<file path="src/design/block_run_fragmenter_assert.svh">
// Assertion macros shared by the block run fragmenter modules.
`ifndef BLOCK_RUN_FRAGMENTER_ASSERT_SVH
`define BLOCK_RUN_FRAGMENTER_ASSERT_SVH

// Same-cycle implication, checked outside reset.
`define BRF_ASSERT_NOW(label, ante, cons) \
    label: assert property (@(posedge i_clk) disable iff (!i_rst_n) (ante) |-> (cons)) \
        else $error("block run fragmenter: same-cycle check failed");

// Next-cycle implication, checked outside reset.
`define BRF_ASSERT_NEXT(label, ante, cons) \
    label: assert property (@(posedge i_clk) disable iff (!i_rst_n) (ante) |=> (cons)) \
        else $error("block run fragmenter: next-cycle check failed");

`endif

</file>
<file path="src/design/brf_pkg.sv">
// Shared widths, register codes and structs of the block run fragmenter.
package brf_pkg;

    localparam int OFFSET_BITS   = 48;
    localparam int OUT_BITS      = 48;
    localparam int BSIZE_BITS    = 17;
    localparam int GAP_BITS      = 16;
    localparam int MINF_BITS     = 16;
    localparam int MAXF_BITS     = 20;
    localparam int IDX_BITS      = 32;
    localparam int GCNT_BITS     = 17;
    localparam int MINB_BITS     = MINF_BITS + BSIZE_BITS;
    localparam int PROD_BITS     = BSIZE_BITS + IDX_BITS;
    localparam int CMP_BITS      = 64;
    localparam int CFG_IDX_BITS  = 8;
    localparam int CFG_DATA_BITS = 48;

    localparam int QUEUE_DEPTH = 4;
    localparam int QPTR_BITS   = $clog2(QUEUE_DEPTH);
    localparam int QCNT_BITS   = $clog2(QUEUE_DEPTH + 1);

    localparam logic [BSIZE_BITS-1:0] BSIZE_RESET = BSIZE_BITS'(512);
    localparam logic [GAP_BITS-1:0]   GAP_RESET   = '0;
    localparam logic [MINF_BITS-1:0]  MINF_RESET  = '0;
    localparam logic [MAXF_BITS-1:0]  MAXF_RESET  = '1;
    localparam logic [OUT_BITS-1:0]   BASE_RESET  = '0;

    typedef logic [OFFSET_BITS-1:0] t_addr;

    // Register indexes of the configuration port
    typedef enum logic [CFG_IDX_BITS-1:0] {
        REG_BLOCK_SIZE  = 8'd0,
        REG_GAP_BLOCKS  = 8'd1,
        REG_MIN_FRAG    = 8'd2,
        REG_MAX_FRAG    = 8'd3,
        REG_BASE_OFFSET = 8'd4
    } t_cfg_reg;

    // Configuration as seen by the core
    typedef struct packed {
        logic [BSIZE_BITS-1:0] block_size;
        logic [GAP_BITS-1:0]   gap_blocks;
        logic [MINB_BITS-1:0]  min_bytes;
        logic [MAXF_BITS-1:0]  max_fragments;
        logic [OUT_BITS-1:0]   base_offset;
        logic                  bs_changed;
    } t_cfg;

    // One fragment result
    typedef struct packed {
        logic [OUT_BITS-1:0] offset;
        logic [OUT_BITS-1:0] size;
        logic                is_header;
        logic                last;
    } t_frag;

    // Up to two results written per processed item, first one first
    typedef struct packed {
        logic  first_valid;
        t_frag first;
        logic  second_valid;
        t_frag second;
    } t_push;

endpackage

</file>
<file path="src/design/brf_cfg.sv">
// Configuration registers and the derived minimum fragment size in bytes.
module brf_cfg
    import brf_pkg::*;
(
    input  logic                     i_clk,
    input  logic                     i_rst_n,
    input  logic                     i_cfg_valid,
    output logic                     o_cfg_ready,
    input  logic [CFG_IDX_BITS-1:0]  i_cfg_index,
    input  logic [CFG_DATA_BITS-1:0] i_cfg_data,
    output t_cfg                     o_cfg
);

    logic [BSIZE_BITS-1:0] r_block_size;
    logic [GAP_BITS-1:0]   r_gap_blocks;
    logic [MINF_BITS-1:0]  r_min_frag;
    logic [MAXF_BITS-1:0]  r_max_frag;
    logic [OUT_BITS-1:0]   r_base_offset;
    logic [MINB_BITS-1:0]  r_min_bytes;
    logic                  r_bs_changed;
    logic                  w_wr;

    assign o_cfg_ready = 1'b1;
    assign w_wr        = i_cfg_valid && o_cfg_ready;

    // Write registers; flag a block size change for the position rebuild
    always_ff @(posedge i_clk) begin
        if (!i_rst_n) begin
            r_block_size  <= BSIZE_RESET;
            r_gap_blocks  <= GAP_RESET;
            r_min_frag    <= MINF_RESET;
            r_max_frag    <= MAXF_RESET;
            r_base_offset <= BASE_RESET;
            r_min_bytes   <= '0;
            r_bs_changed  <= 1'b0;
        end else begin
            r_bs_changed <= 1'b0;
            r_min_bytes  <= MINB_BITS'(r_min_frag) * MINB_BITS'(r_block_size);
            if (w_wr) begin
                unique case (t_cfg_reg'(i_cfg_index))
                    REG_BLOCK_SIZE: begin
                        r_block_size <= i_cfg_data[BSIZE_BITS-1:0];
                        r_bs_changed <= 1'b1;
                    end
                    REG_GAP_BLOCKS:  r_gap_blocks  <= i_cfg_data[GAP_BITS-1:0];
                    REG_MIN_FRAG:    r_min_frag    <= i_cfg_data[MINF_BITS-1:0];
                    REG_MAX_FRAG:    r_max_frag    <= i_cfg_data[MAXF_BITS-1:0];
                    REG_BASE_OFFSET: r_base_offset <= i_cfg_data[OUT_BITS-1:0];
                    default: ;
                endcase
            end
        end
    end

    assign o_cfg.block_size    = r_block_size;
    assign o_cfg.gap_blocks    = r_gap_blocks;
    assign o_cfg.min_bytes     = r_min_bytes;
    assign o_cfg.max_fragments = r_max_frag;
    assign o_cfg.base_offset   = r_base_offset;
    assign o_cfg.bs_changed    = r_bs_changed;

endmodule

</file>
<file path="src/design/brf_queue.sv">
// Result queue: takes up to two fragments a cycle, hands out one beat a cycle unless stalled.
module brf_queue
    import brf_pkg::*;
(
    input  logic  i_clk,
    input  logic  i_rst_n,
    input  t_push i_push,
    output logic  o_room,
    output logic  o_valid,
    input  logic  i_stall,
    output t_frag o_frag
);

`include "block_run_fragmenter_assert.svh"

    t_frag                r_mem [QUEUE_DEPTH];
    logic [QPTR_BITS-1:0] r_wr_ptr;
    logic [QPTR_BITS-1:0] r_rd_ptr;
    logic [QCNT_BITS-1:0] r_count;
    logic [QCNT_BITS-1:0] w_npush;
    logic [QPTR_BITS-1:0] w_second_ptr;
    logic                 w_pop;

    assign w_npush      = QCNT_BITS'(i_push.first_valid) + QCNT_BITS'(i_push.second_valid);
    assign w_second_ptr = r_wr_ptr + QPTR_BITS'(i_push.first_valid);
    assign w_pop        = o_valid && !i_stall;

    // Room for a full pair of results, judged on the registered fill
    assign o_room  = r_count <= QCNT_BITS'(QUEUE_DEPTH - 2);
    assign o_valid = r_count != '0;
    assign o_frag  = r_mem[r_rd_ptr];

    // Store results in order
    always_ff @(posedge i_clk) begin
        if (i_push.first_valid) begin
            r_mem[r_wr_ptr] <= i_push.first;
        end
        if (i_push.second_valid) begin
            r_mem[w_second_ptr] <= i_push.second;
        end
    end

    // Advance pointers and fill count
    always_ff @(posedge i_clk) begin
        if (!i_rst_n) begin
            r_wr_ptr <= '0;
            r_rd_ptr <= '0;
            r_count  <= '0;
        end else begin
            r_wr_ptr <= r_wr_ptr + QPTR_BITS'(w_npush);
            r_rd_ptr <= r_rd_ptr + QPTR_BITS'(w_pop);
            r_count  <= r_count + w_npush - QCNT_BITS'(w_pop);
        end
    end

    `BRF_ASSERT_NOW(a_count_in_range, 1'b1, r_count <= QCNT_BITS'(QUEUE_DEPTH))
    `BRF_ASSERT_NOW(a_push_fits, w_npush != '0, ({1'b0, r_count} + {1'b0, w_npush}) <= (QCNT_BITS + 1)'(QUEUE_DEPTH))
    `BRF_ASSERT_NEXT(a_count_tracks, 1'b1, r_count == ($past(r_count) + $past(w_npush) - QCNT_BITS'($past(w_pop))))

endmodule

</file>
<file path="src/design/brf_core.sv">
// Input register and single-pass fragment state update.
module brf_core
    import brf_pkg::*;
(
    input  logic  i_clk,
    input  logic  i_rst_n,
    input  logic  i_in_valid,
    output logic  o_in_stall,
    input  logic  i_block_used,
    input  logic  i_block_header,
    input  logic  i_end_of_image,
    input  t_cfg  i_cfg,
    input  logic  i_room,
    output t_push o_push
);

`include "block_run_fragmenter_assert.svh"

    // Input register
    logic r_in_valid;
    logic r_used;
    logic r_hdr;
    logic r_end;

    // Running state
    logic [IDX_BITS-1:0]  r_block_index, n_block_index;
    logic [GCNT_BITS-1:0] r_gap_count,   n_gap_count;
    t_addr                r_open_start,  n_open_start;
    t_addr                r_open_length, n_open_length;
    logic                 r_open_header, n_open_header;
    logic                 r_open_flag,   n_open_flag;
    logic [MAXF_BITS-1:0] r_emitted,     n_emitted;
    logic                 r_stopped,     n_stopped;
    t_addr                r_pos,         n_pos;

    logic                 w_take;
    logic                 w_proc;
    logic                 w_halt;
    logic                 w_gap_ok;
    logic                 w_full;
    logic                 w_drop;
    t_addr                w_bsize;
    logic [PROD_BITS-1:0] w_pos_prod;

    assign w_proc     = r_in_valid && i_room;
    assign o_in_stall = r_in_valid && !w_proc;
    assign w_take     = i_in_valid && !o_in_stall;

    assign w_bsize    = t_addr'(i_cfg.block_size);
    assign w_pos_prod = PROD_BITS'(i_cfg.block_size) * PROD_BITS'(r_block_index);
    assign w_gap_ok   = r_gap_count <= GCNT_BITS'(i_cfg.gap_blocks);
    assign w_full     = r_emitted >= i_cfg.max_fragments;
    assign w_drop     = !r_open_header &&
                        (CMP_BITS'(r_open_length) <= CMP_BITS'(i_cfg.min_bytes));

    // Hold the beat until the result queue has room for two
    always_ff @(posedge i_clk) begin
        if (!i_rst_n) begin
            r_in_valid <= 1'b0;
        end else begin
            r_in_valid <= w_take || (r_in_valid && !w_proc);
        end
    end

    always_ff @(posedge i_clk) begin
        if (w_take) begin
            r_used <= i_block_used;
            r_hdr  <= i_block_header;
            r_end  <= i_end_of_image;
        end
    end

    // Process a block, then any end-of-image flush on the new state; else rebuild
    always_comb begin
        n_block_index = r_block_index;
        n_gap_count   = r_gap_count;
        n_open_start  = r_open_start;
        n_open_length = r_open_length;
        n_open_header = r_open_header;
        n_open_flag   = r_open_flag;
        n_emitted     = r_emitted;
        n_stopped     = r_stopped;
        n_pos         = r_pos;
        w_halt        = 1'b0;
        o_push        = '0;

        o_push.first.offset    = OUT_BITS'(r_open_start + t_addr'(i_cfg.base_offset));
        o_push.first.size      = OUT_BITS'(r_open_length);
        o_push.first.is_header = r_open_header;

        if (w_proc) begin
            if (!r_stopped) begin
                if (r_used) begin
                    if (r_hdr) begin
                        // Header closes the open fragment and opens its own
                        if (r_open_flag) begin
                            if (w_full) begin
                                w_halt = 1'b1;
                            end else if (!w_drop) begin
                                o_push.first_valid = 1'b1;
                                n_emitted = r_emitted + 1'b1;
                            end
                        end
                        if (!w_halt) begin
                            n_open_start  = r_pos;
                            n_open_length = w_bsize;
                            n_open_header = 1'b1;
                        end
                    end else if (r_open_flag) begin
                        // Extend unless the gap already overran
                        if (w_gap_ok) begin
                            n_open_length = r_pos + w_bsize - r_open_start;
                        end
                    end else begin
                        n_open_start  = r_pos;
                        n_open_length = w_bsize;
                        n_open_header = 1'b0;
                    end
                    if (!w_halt) begin
                        n_gap_count = '0;
                        n_open_flag = 1'b1;
                    end
                end else begin
                    // Unused block: close on gap overrun, else count the gap
                    if (!w_gap_ok) begin
                        if (w_full) begin
                            w_halt = 1'b1;
                        end else begin
                            if (!w_drop) begin
                                o_push.first_valid = 1'b1;
                                n_emitted = r_emitted + 1'b1;
                            end
                            n_gap_count = '0;
                            n_open_flag = 1'b0;
                        end
                    end else if (r_open_flag) begin
                        n_gap_count = r_gap_count + 1'b1;
                    end
                end
                if (w_halt) begin
                    n_stopped = 1'b1;
                end else begin
                    n_block_index = r_block_index + 1'b1;
                    n_pos = (&r_block_index) ? '0 : r_pos + w_bsize;
                end
            end

            if (r_end) begin
                // Flush the open fragment, then clear everything
                o_push.second.offset    = OUT_BITS'(n_open_start + t_addr'(i_cfg.base_offset));
                o_push.second.size      = OUT_BITS'(n_open_length);
                o_push.second.is_header = n_open_header;
                if (!n_stopped && n_open_flag && (n_open_length != '0) &&
                    (n_emitted < i_cfg.max_fragments) &&
                    (n_open_header ||
                     (CMP_BITS'(n_open_length) > CMP_BITS'(i_cfg.min_bytes)))) begin
                    o_push.second_valid = 1'b1;
                end
                n_block_index = '0;
                n_gap_count   = '0;
                n_open_start  = '0;
                n_open_length = '0;
                n_open_header = 1'b0;
                n_open_flag   = 1'b0;
                n_emitted     = '0;
                n_stopped     = 1'b0;
                n_pos         = '0;
            end
        end else if (i_cfg.bs_changed) begin
            // Rebuild the byte position after a block size change
            n_pos = t_addr'(w_pos_prod);
        end

        o_push.first.last  = !o_push.second_valid;
        o_push.second.last = 1'b1;
    end

    // Update state
    always_ff @(posedge i_clk) begin
        if (!i_rst_n) begin
            r_block_index <= '0;
            r_gap_count   <= '0;
            r_open_start  <= '0;
            r_open_length <= '0;
            r_open_header <= 1'b0;
            r_open_flag   <= 1'b0;
            r_emitted     <= '0;
            r_stopped     <= 1'b0;
            r_pos         <= '0;
        end else begin
            r_block_index <= n_block_index;
            r_gap_count   <= n_gap_count;
            r_open_start  <= n_open_start;
            r_open_length <= n_open_length;
            r_open_header <= n_open_header;
            r_open_flag   <= n_open_flag;
            r_emitted     <= n_emitted;
            r_stopped     <= n_stopped;
            r_pos         <= n_pos;
        end
    end

    `BRF_ASSERT_NEXT(a_end_clears, w_proc && r_end, (r_block_index == '0) && !r_open_flag && !r_stopped && (r_emitted == '0))

endmodule

</file>
<file path="src/design/block_run_fragmenter.sv">
// A beat waits in the input register until the queue has room; then its results enter the queue.
// Throughput: one block beat per cycle while each block yields at most one result and the
// output side takes one beat per cycle; a block that yields two results raises the queue fill
// by one, and a held beat stalls intake while three or more results wait in the queue.
// Reset: synchronous, active low; clears fragment state and loads register defaults at once.
module block_run_fragmenter
    import brf_pkg::*;
(
    input  logic                     i_clk,
    input  logic                     i_rst_n,
    input  logic                     i_in_valid,
    output logic                     o_in_stall,
    input  logic                     i_block_used,
    input  logic                     i_block_header,
    input  logic                     i_end_of_image,
    output logic                     o_out_valid,
    input  logic                     i_out_stall,
    output logic [OUT_BITS-1:0]      o_frag_offset,
    output logic [OUT_BITS-1:0]      o_frag_size,
    output logic                     o_frag_is_header,
    output logic                     o_last_of_run,
    input  logic                     i_cfg_valid,
    output logic                     o_cfg_ready,
    input  logic [CFG_IDX_BITS-1:0]  i_cfg_index,
    input  logic [CFG_DATA_BITS-1:0] i_cfg_data
);

    t_cfg  w_cfg;
    t_push w_push;
    t_frag w_frag;
    logic  w_room;

    brf_cfg u_cfg (
        .i_clk       (i_clk),
        .i_rst_n     (i_rst_n),
        .i_cfg_valid (i_cfg_valid),
        .o_cfg_ready (o_cfg_ready),
        .i_cfg_index (i_cfg_index),
        .i_cfg_data  (i_cfg_data),
        .o_cfg       (w_cfg)
    );

    brf_core u_core (
        .i_clk          (i_clk),
        .i_rst_n        (i_rst_n),
        .i_in_valid     (i_in_valid),
        .o_in_stall     (o_in_stall),
        .i_block_used   (i_block_used),
        .i_block_header (i_block_header),
        .i_end_of_image (i_end_of_image),
        .i_cfg          (w_cfg),
        .i_room         (w_room),
        .o_push         (w_push)
    );

    brf_queue u_queue (
        .i_clk   (i_clk),
        .i_rst_n (i_rst_n),
        .i_push  (w_push),
        .o_room  (w_room),
        .o_valid (o_out_valid),
        .i_stall (i_out_stall),
        .o_frag  (w_frag)
    );

    assign o_frag_offset    = w_frag.offset;
    assign o_frag_size      = w_frag.size;
    assign o_frag_is_header = w_frag.is_header;
    assign o_last_of_run    = w_frag.last;

endmodule

</file>
<file path="config.mk">
export PLATFORM = sky130hd
export DESIGN_NAME = block_run_fragmenter
export DESIGN_NICKNAME = d
export VERILOG_FILES = /design/src/design/brf_pkg.sv /design/src/design/brf_cfg.sv /design/src/design/brf_queue.sv /design/src/design/brf_core.sv /design/src/design/block_run_fragmenter.sv
export VERILOG_INCLUDE_DIRS = /design/src /design/src/design
export SDC_FILE = /design/constraint.sdc
export NUM_CORES = 2
export LEC_CHECK = 0
export BUFFER_PORTS_ARGS = -buffer_cell sky130_fd_sc_hd__buf_2
export CAP_MARGIN = 20
export CELL_PAD_IN_SITES_DETAIL_PLACEMENT = 0
export CELL_PAD_IN_SITES_GLOBAL_PLACEMENT = 1
export CORE_MARGIN = 3
export CORE_UTILIZATION = 46
export DETAILED_ROUTE_END_ITERATION = 12
export PLACE_DENSITY = 0.78
export SLEW_MARGIN = 20
export SYNTH_ARGS = -nofsm -noshare
export SYNTH_HDL_FRONTEND = slang
export SYNTH_SLANG_ARGS = --single-unit
</file>
<file path="constraint.sdc">
create_clock -name i_clk -period 9.85 [get_ports i_clk]
set_input_delay 0.4925 -clock i_clk [delete_from_list [all_inputs] [get_ports i_clk]]
set_output_delay 0.4925 -clock i_clk [all_outputs]
set_load 0.01 [all_outputs]
</file>
## Word-level counts from Yosys, hierarchy flattened

Memory sizes are Yosys's and may differ from the RTL's. A register that Yosys moved wholly into a read port is not among the register bits.
Index checks and enable logic that the tools add are counted.

- Flip-flop bits (word level): 378
- Latch bits: 0
- Bits in writable memories: 392
- Bits in read-only memories: 0
- Bits of input ports: 64
- Output and inout bits: 101
- Logic and storage cells: 176
- Memories: 1

Memory list:

| name | words | bits a word | read ports | clocked after memory_dff | wr ports | RTL line | text |
|---|---|---|---|---|---|---|---|
| u_queue.r_mem | 4 | 98 | 1 | 1 | 2 | brf_queue.sv:16 | `t_frag r_mem [QUEUE_DEPTH];` |

- Add/subtract/negate cells: 13
- Multipliers: 2
- Div/mod/pow operators: 0
- $lt $le $gt $ge: 6
- Eq/ne operators: 11
- Shifts and indexed selects: 0
- Multiplexer cells: 89
- Bitwise gates (word level): 0
- Reductions and logical operators: 31

Operators by type and width:

| cell | count |
|---|---|
| 48-bit two-way mux | 21 |
| 98-bit two-way mux | 2 |
| 20-bit two-way mux | 9 |
| 17-bit two-way mux | 7 |
| 48-bit adder | 2 |
| 32-bit two-way mux | 3 |
| 48-bit by 17-bit adder with 48-bit output | 1 |
| 48-bit by 33-bit greater-than comparator with 1-bit output | 1 |
| 48-bit by 33-bit <= comparator with 1-bit output | 1 |
| 17-bit by 32-bit multiplier with 48-bit output | 1 |
| 48-bit nonzero test | 1 |
| 48-bit subtractor | 1 |
| 1-bit two-way mux | 46 |
| 16-bit by 17-bit multiplier with 33-bit output | 1 |
| 32-bit by 1-bit adder with 32-bit output, second input constant | 1 |
| 32-bit AND reduction | 1 |
| 20-bit by 1-bit adder with 20-bit output, second input constant | 1 |
| 20-bit greater-or-equal comparator | 1 |
| 20-bit less-than comparator | 1 |
| 17-bit by 1-bit adder with 17-bit output, second input constant | 1 |
| 17-bit by 16-bit <= comparator with 1-bit output | 1 |
| 8-bit by 2-bit equality test with 1-bit output, second input constant | 2 |
| 2-bit AND reduction | 6 |
| 1-bit logical AND | 9 |
| other kinds (20) | 31 |

## Depth between registers and ports, before layout

- Word-level depth: 28
- Mapped depth: 45
- Gate-level depth less buffers: 44

## Hierarchy

Synthesis repeated with hierarchy kept, for this count alone.

- Cells, all modules: 7699
- Area, all modules: 73023.8 um^2

By module, submodules not included:

| module | instances | cells an instance | area an instance (um^2) | sequential area each (um^2) |
|---|---|---|---|---|
| brf_core | 1 | 5074 | 39594.2 | 4434.3 |
| brf_queue | 1 | 995 | 19224.7 | 11911.4 |
| brf_cfg | 1 | 1630 | 14204.9 | 3022.9 |

## Worst setup path before layout

Ideal clock, no wire load.

- Path kind: reg-to-reg
- From: register u_cfg.r_block_size[0]
- To: memory u_queue.r_mem[0][10] (netlist bit), enable pin
- Library setup time: 459 ps
- Data arrival time: 9689 ps
- Required time: 9391 ps
- Path slack: -298 ps
- Cell stages (with the launch flop): 35
- Path buffers: 4
- Period minus slack after synthesis: 10148 ps
- Cell sequence: dfxtp_1 > ha_1 > inv_1 > fa_1 > nor2b_1 > o21ai_0 > a21boi_0 > o21ai_0 > a21boi_0 > o21ai_0 > a31oi_1 > o21ai_0 > a2111oi_0 > and3_1 > and3_1 > xor2_1 > ha_1 > clkbuf_1 > a21o_1 > a21oi_1 > a21boi_0 > xor2_1 > o21ai_0 > ha_1 > nand4_1 > nor3_1 > o32ai_1 > o21ba_2 > a31oi_1 > nor3_2 > or4_1 > buf_4 > buf_4 > buf_4 > nand2_1

RTL lines:

| what | RTL line | text |
|---|---|---|
| start: declaration | brf_cfg.sv:14 | `logic [BSIZE_BITS-1:0] r_block_size;` |
| start signal: assignment | brf_cfg.sv:42 | `r_block_size <= i_cfg_data[BSIZE_BITS-1:0];` |
| end: declaration | brf_queue.sv:16 |  |

## Worst setup path in the final report

- From: register u_core.r_pos[0]
- To: register u_queue.r_count[2]

- Word-level cells in the longest chain between the ends: 18
- Elaborated cells between the ends (all ways): 20
- Those cells by class: add/sub: 5; order compare: 1; mux: 9; reduce/logical: 5

Ends and longest elaborated chain:

| what | RTL line | text |
|---|---|---|
| start: declaration | brf_core.sv:34 | `t_addr r_pos, n_pos;` |
| start signal: assignment | brf_core.sv:199 | `r_pos <= n_pos;` |
| 48-bit by 17-bit adder with 48-bit output * | brf_core.sv:112 | `n_open_length = r_pos + w_bsize - r_open_start;` |
| 48-bit subtractor * | brf_core.sv:112 |  |
| 48-bit two-way mux * | brf_core.sv:111 | `if (w_gap_ok) begin` |
| 48-bit two-way mux * | brf_core.sv:109 | `end else if (r_open_flag) begin` |
| 48-bit two-way mux * | brf_core.sv:94 | `if (r_hdr) begin` |
| 48-bit two-way mux * | brf_core.sv:93 | `if (r_used) begin` |
| 48-bit two-way mux * | brf_core.sv:92 | `if (!r_stopped) begin` |
| 48-bit two-way mux * | brf_core.sv:91 | `if (w_proc) begin` |
| branches (longest 3 deep; another with 48-bit by 33-bit greater-than comparator with 1-bit output) | n/a |  |
| 1-bit logical AND * | brf_core.sv:154 | `(n_emitted < i_cfg.max_fragments) &&` |
| 1-bit two-way mux * | brf_core.sv:153 | `if (!n_stopped && n_open_flag && (n_open_length != '0) &&` |
| 98-bit two-way mux * | brf_core.sv:148 | `if (r_end) begin` |
| 98-bit two-way mux * | brf_core.sv:91 |  |
| 1-bit by 1-bit adder with 2-bit output * | brf_queue.sv:24 | `assign w_npush = QCNT_BITS'(i_push.first_valid) + QCNT_BITS'(i_push.second_valid);` |
| 3-bit adder * | brf_queue.sv:52 | `r_count <= r_count + w_npush - QCNT_BITS'(w_pop);` |
| 3-bit by 1-bit subtractor with 3-bit output * | brf_queue.sv:52 |  |
| end signal: assignment | brf_queue.sv:52 |  |
| end: declaration | brf_queue.sv:19 | `logic [QCNT_BITS-1:0] r_count;` |

Mark *: on every way between the ends. The select of a mux whose other input is x is not followed.
A chain may end at the register's enable or synchronous reset.

==> impl_metrics.py <==
metrics = {
    "critical_path": {
        "critPathLaunchType": "flip-flop",
        "worstPathMaxFanout": 7,
        "critPathBufInv": 3,
        "worstReg2RegEnd": "u_queue.r_count[2]",
        "cp_common_cell": "o21ai_0",
        "critPathRequiredTime_ns": 10.43,
        "path_delay_family": "compound AO/OA/AOI/OAI gates",
        "critPathCapture": "u_queue.r_count[2]",
        "end_kind": "flip-flop",
        "cp_data_arrival_time_ns": 9.69,
        "path_class": "reg -> reg",
        "slowest_stage": "fa_1",
        "cp-startpoint": "u_core.r_pos[0]",
        "rrSetupSlack_ns": 0.74,
        "timing.rr.start": "u_core.r_pos[0]",
        "worstRegToRegCells": 44,
        "cp.depth": 44,
        "slowest_delay_ns": 0.43,
    },
    "global_route": {
        "use_met2": 0.486,
        "busiest_layer": "met2",
        "grt_pass1_vias": 59400,
        "track_usage": 0.298,
        "overflow": 0,
        "antenna_found_initial": 2,
        "met3_usage": 0.0440,
        "grt_pass1_wl_um": 369000,
        "use_met1": 0.403,
        "grt_max_degree": 132,
    },
    "yosys": {
        "synth_ff_type": "edfxtp_1",
        "synth_fp_nets": 9266,
        "ys_seq_area_frac": 0.268,
        "syn_area_sq_um": 72000,
        "syn_inst": 8028,
        "ys_ff_latch": 770,
        "ys_warn_count": 0,
        "synth_edf_count": 391,
        "synthArstFlopShare": 0,
        "syn_area_per_cell_sq_um": 8.97,
        "synth_cell_types": 94,
    },
    "sta": {
        "tightest_slew_ns": 1.24,
        "post-route-period-util": 0.925,
        "layout_setup_ws_ns": 0.736,
        "hold_viol_final": 0,
        "fin_skew_ns": 0.0628,
        "max_freq_ghz": 0.110,
        "slew_viol_final": 0,
        "setup_viol": 0,
        "slew_headroom": 0.163,
        "rsz0062_at_grt": "no",
        "period_minus_slack_ns": 9.11,
        "fin_setup_tns_ns": 0,
    },
    "die": {
        "die_area_sq_um": 161000,
        "core-area_sq_um": 155000,
        "dieHeight_um": 402,
        "rows": 144,
        "start_util": 0.465,
        "die_w_um": 402,
        "io_pins": 165,
    },
    "clock_network": {
        "post_cts_buffers": 0,
        "clock-root-buffer": "clkbuf_16",
        "clkTransAtPathRegs_ns": 0.06,
        "worst_skew_pair.late_latency_ns": 0.73,
        "htree_levels": 3,
        "cts_tree": "yes",
        "cts_made_buffers": 90,
        "cts_sinks": 770,
        "clk_path_buf_depth": 3,
    },
    "placement": {
        "preCtsSetupSlack_ns": 0.496,
        "gp_congestion": 0.970,
        "port_buffers": 163,
        "dp_hpwl_um": 179000,
        "dp.cells": 9893,
    },
    "final_layout": {
        "layout-drive-gt1-share": 0.0881,
        "nNetsFinal": 9193,
        "antenna_cells": 0,
        "area_growth_pct": 8.30,
        "final_cells": 10100,
        "n_fill_cell": 14500,
    },
    "detailed_routing": {
        "vias_per_cell": 5.92,
        "drt_iter0_markers": 5195,
        "drt_pre_antenna_iters": 6,
        "ant_nets": 0,
        "vias": 59600,
        "drcViolationCount": 0,
        "wirelength_um": 244000,
        "wire_per_inst_um": 24.2,
    },
    "pwr": {
        "ir_drop_mv": 0.165,
        "p_leak_nw": 32.6,
        "power_mw": 9.09,
        "powerDensity_nw_per_um2": 117,
    },
    "run_status": {
        "outcome": "completed",
    },
    "run": {
        "max-cap-violations": 0,
    },
    "min_path": {
        "hold_class": "in -> reg",
    },
}
stage by stage:
step | utilization | hold slack, ns | cell area [sq um]
3_5_place_dp | 0.484 | 0.472 | 74900
3_3_place_gp | 0.484 | 0.462 | 74900
4_1_cts | 0.504 | 0.00244 | 78000
2_1_floorplan | - | 0.448 | 72000
6_report | 0.504 | 0.0406 | 78000
5_1_grt | 0.504 | 0.0340 | 78000
what timing repair did:
action                     CTS  global route
hold buffers                13             0
setup endpoints to repair    0           167
gates resized for setup      0             6
hold endpoints to repair    14             0
cell families (layout without fill, tap and decap cells):
family / after synthesis / count (layout) / share of synthesized area
AO/OA/AOI/OAI: 1502 / 1502 / 0.130
XOR/XNOR: 282 / 282 / 0.0343
adder cells (fa/ha/maj): 1174 / 1174 / 0.273
buffers and inverters: 1376 / 1380 / 0.0742
flip-flops: 770 / 770 / 0.268
multiplexers: 222 / 222 / 0.0493
other: 1 / 1 / 0.0000521
AND/OR/NAND/NOR: 2701 / 2701 / 0.171
worst register-to-register path, delay by kind of cell (launching register included):
family                   cells  cell delay [ns]
buffers and inverters        3             0.29
AO/OA/AOI/OAI               19             3.54
adder cells (fa/ha/maj)      7             2.21
flip-flops                   1             0.36
AND/OR/NAND/NOR             12             2.01
XOR/XNOR                     3             0.60
per-layer routing:
| layer | part of all wire | vias up |
|---|---|---|
| met2 | 0.46 | 2474 |
| met4 | 0.040 | 0 |
| li1 | - | 27000 |
| met1 | 0.42 | 29700 |
| met5 | 0 | - |
| met3 | 0.075 | 439 |
sequential cells by signal, indices dropped and copies added (netlist names), 3 cells and up:
register              flops
u_cfg.r_min_bytes        33
u_cfg.r_block_size       17
u_core.r_pos             48
u_cfg.r_min_frag         16
u_cfg.r_gap_blocks       16
u_queue.r_mem           392
u_core.r_open_length     48
u_core.r_block_index     32
u_cfg.r_max_frag         20
u_core.r_emitted         20
u_queue.r_count           3
u_core.r_open_start      48
u_cfg.r_base_offset      48
u_core.r_gap_count       17
final cells by class:
type / count / area [sq um] / area share
clock buffer: 120 / 2460 / 0.0315
inverter: 886 / 3330 / 0.0427
multi-input combinational: 5882 / 47500 / 0.609
timing repair buffer: 325 / 2280 / 0.0292
tap: 2044 / 2560 / 0.0328
clock inverter: 49 / 529 / 0.00678
sequential: 770 / 19400 / 0.248
placed cells by master (no fill, tap or decap), types with 131 or more instances in the layout:
| cell | synthesis | routed |
|---|---|---|
| nand2_1 | 1076 | 1071 |
| inv_1 | 885 | 884 |
| fa_1 | 661 | 661 |
| nor2_1 | 566 | 561 |
| ha_1 | 513 | 513 |
| o21ai_0 | 489 | 488 |
| nand3_1 | 395 | 395 |
| edfxtp_1 | 391 | 391 |
| dfxtp_1 | 379 | 359 |
| a21oi_1 | 334 | 331 |
| and2_1 | 243 | 243 |
| xnor2_1 | 167 | 167 |
| a21o_1 | 164 | 164 |
| buf_2 | 39 | 163 |
| buf_4 | 33 | 131 |
where the power goes:
part           leakage (nW)  total (mW)  switching (mW)  internal (mW)
Combinational          24.0        2.15            1.33          0.817
Sequential             7.10        3.52           0.101           3.42
Clock                  1.44        3.42            1.49           1.93
Yosys cell counts (10+ instances only):
master,instances,area share
o21a_1,43,0.0045
nor3b_1,14,0.0015
ha_1,513,0.089
a221oi_1,32,0.0039
xor2_1,115,0.014
a211oi_1,23,0.0024
or3_1,28,0.0024
o21bai_1,40,0.0042
o31ai_1,16,0.0017
and2_1,243,0.021
inv_1,885,0.046
a21oi_1,334,0.023
nor4_1,18,0.0016
nor3_1,81,0.0056
o22ai_1,14,0.0012
mux2i_1,39,0.0054
o211ai_1,35,0.0036
xnor2_1,167,0.020
nand4_1,72,0.0063
nand2_1,1076,0.056
nor2b_1,41,0.0036
nor2_1,566,0.029
dfxtp_1,379,0.11
clkbuf_1,379,0.020
buf_4,33,0.0034
fa_1,661,0.18
a21boi_0,16,0.0017
or2_2,10,0.00087
and4_1,16,0.0019
mux4_2,98,0.031
edfxtp_1,391,0.16
o21ai_0,489,0.034
a31oi_1,26,0.0023
nand2b_1,53,0.0046
mux2_1,10,0.0016
buf_2,39,0.0027
buf_1,38,0.0020
nand3_1,395,0.027
a21o_1,164,0.017
and3_1,59,0.0051
a22oi_1,115,0.012
o21ai_1,39,0.0027
mux2_2,75,0.012
worst min path at each step:
stage               slack, ns                 from  cells past startpoint                      end
floorplan                0.45  u_queue.r_mem[2][0]                      2      u_queue.r_mem[2][0]
global placement         0.46  u_queue.r_mem[2][0]                      2      u_queue.r_mem[2][0]
detailed placement       0.47  u_queue.r_mem[1][0]                      2      u_queue.r_mem[1][0]
CTS                     0.002       i_cfg_data[24]                      3  u_cfg.r_base_offset[24]
global route             0.03       i_cfg_data[36]                      3  u_cfg.r_base_offset[36]
finish                   0.04       i_cfg_data[36]                      3  u_cfg.r_base_offset[36]
(Power assumes the default switching activity.)
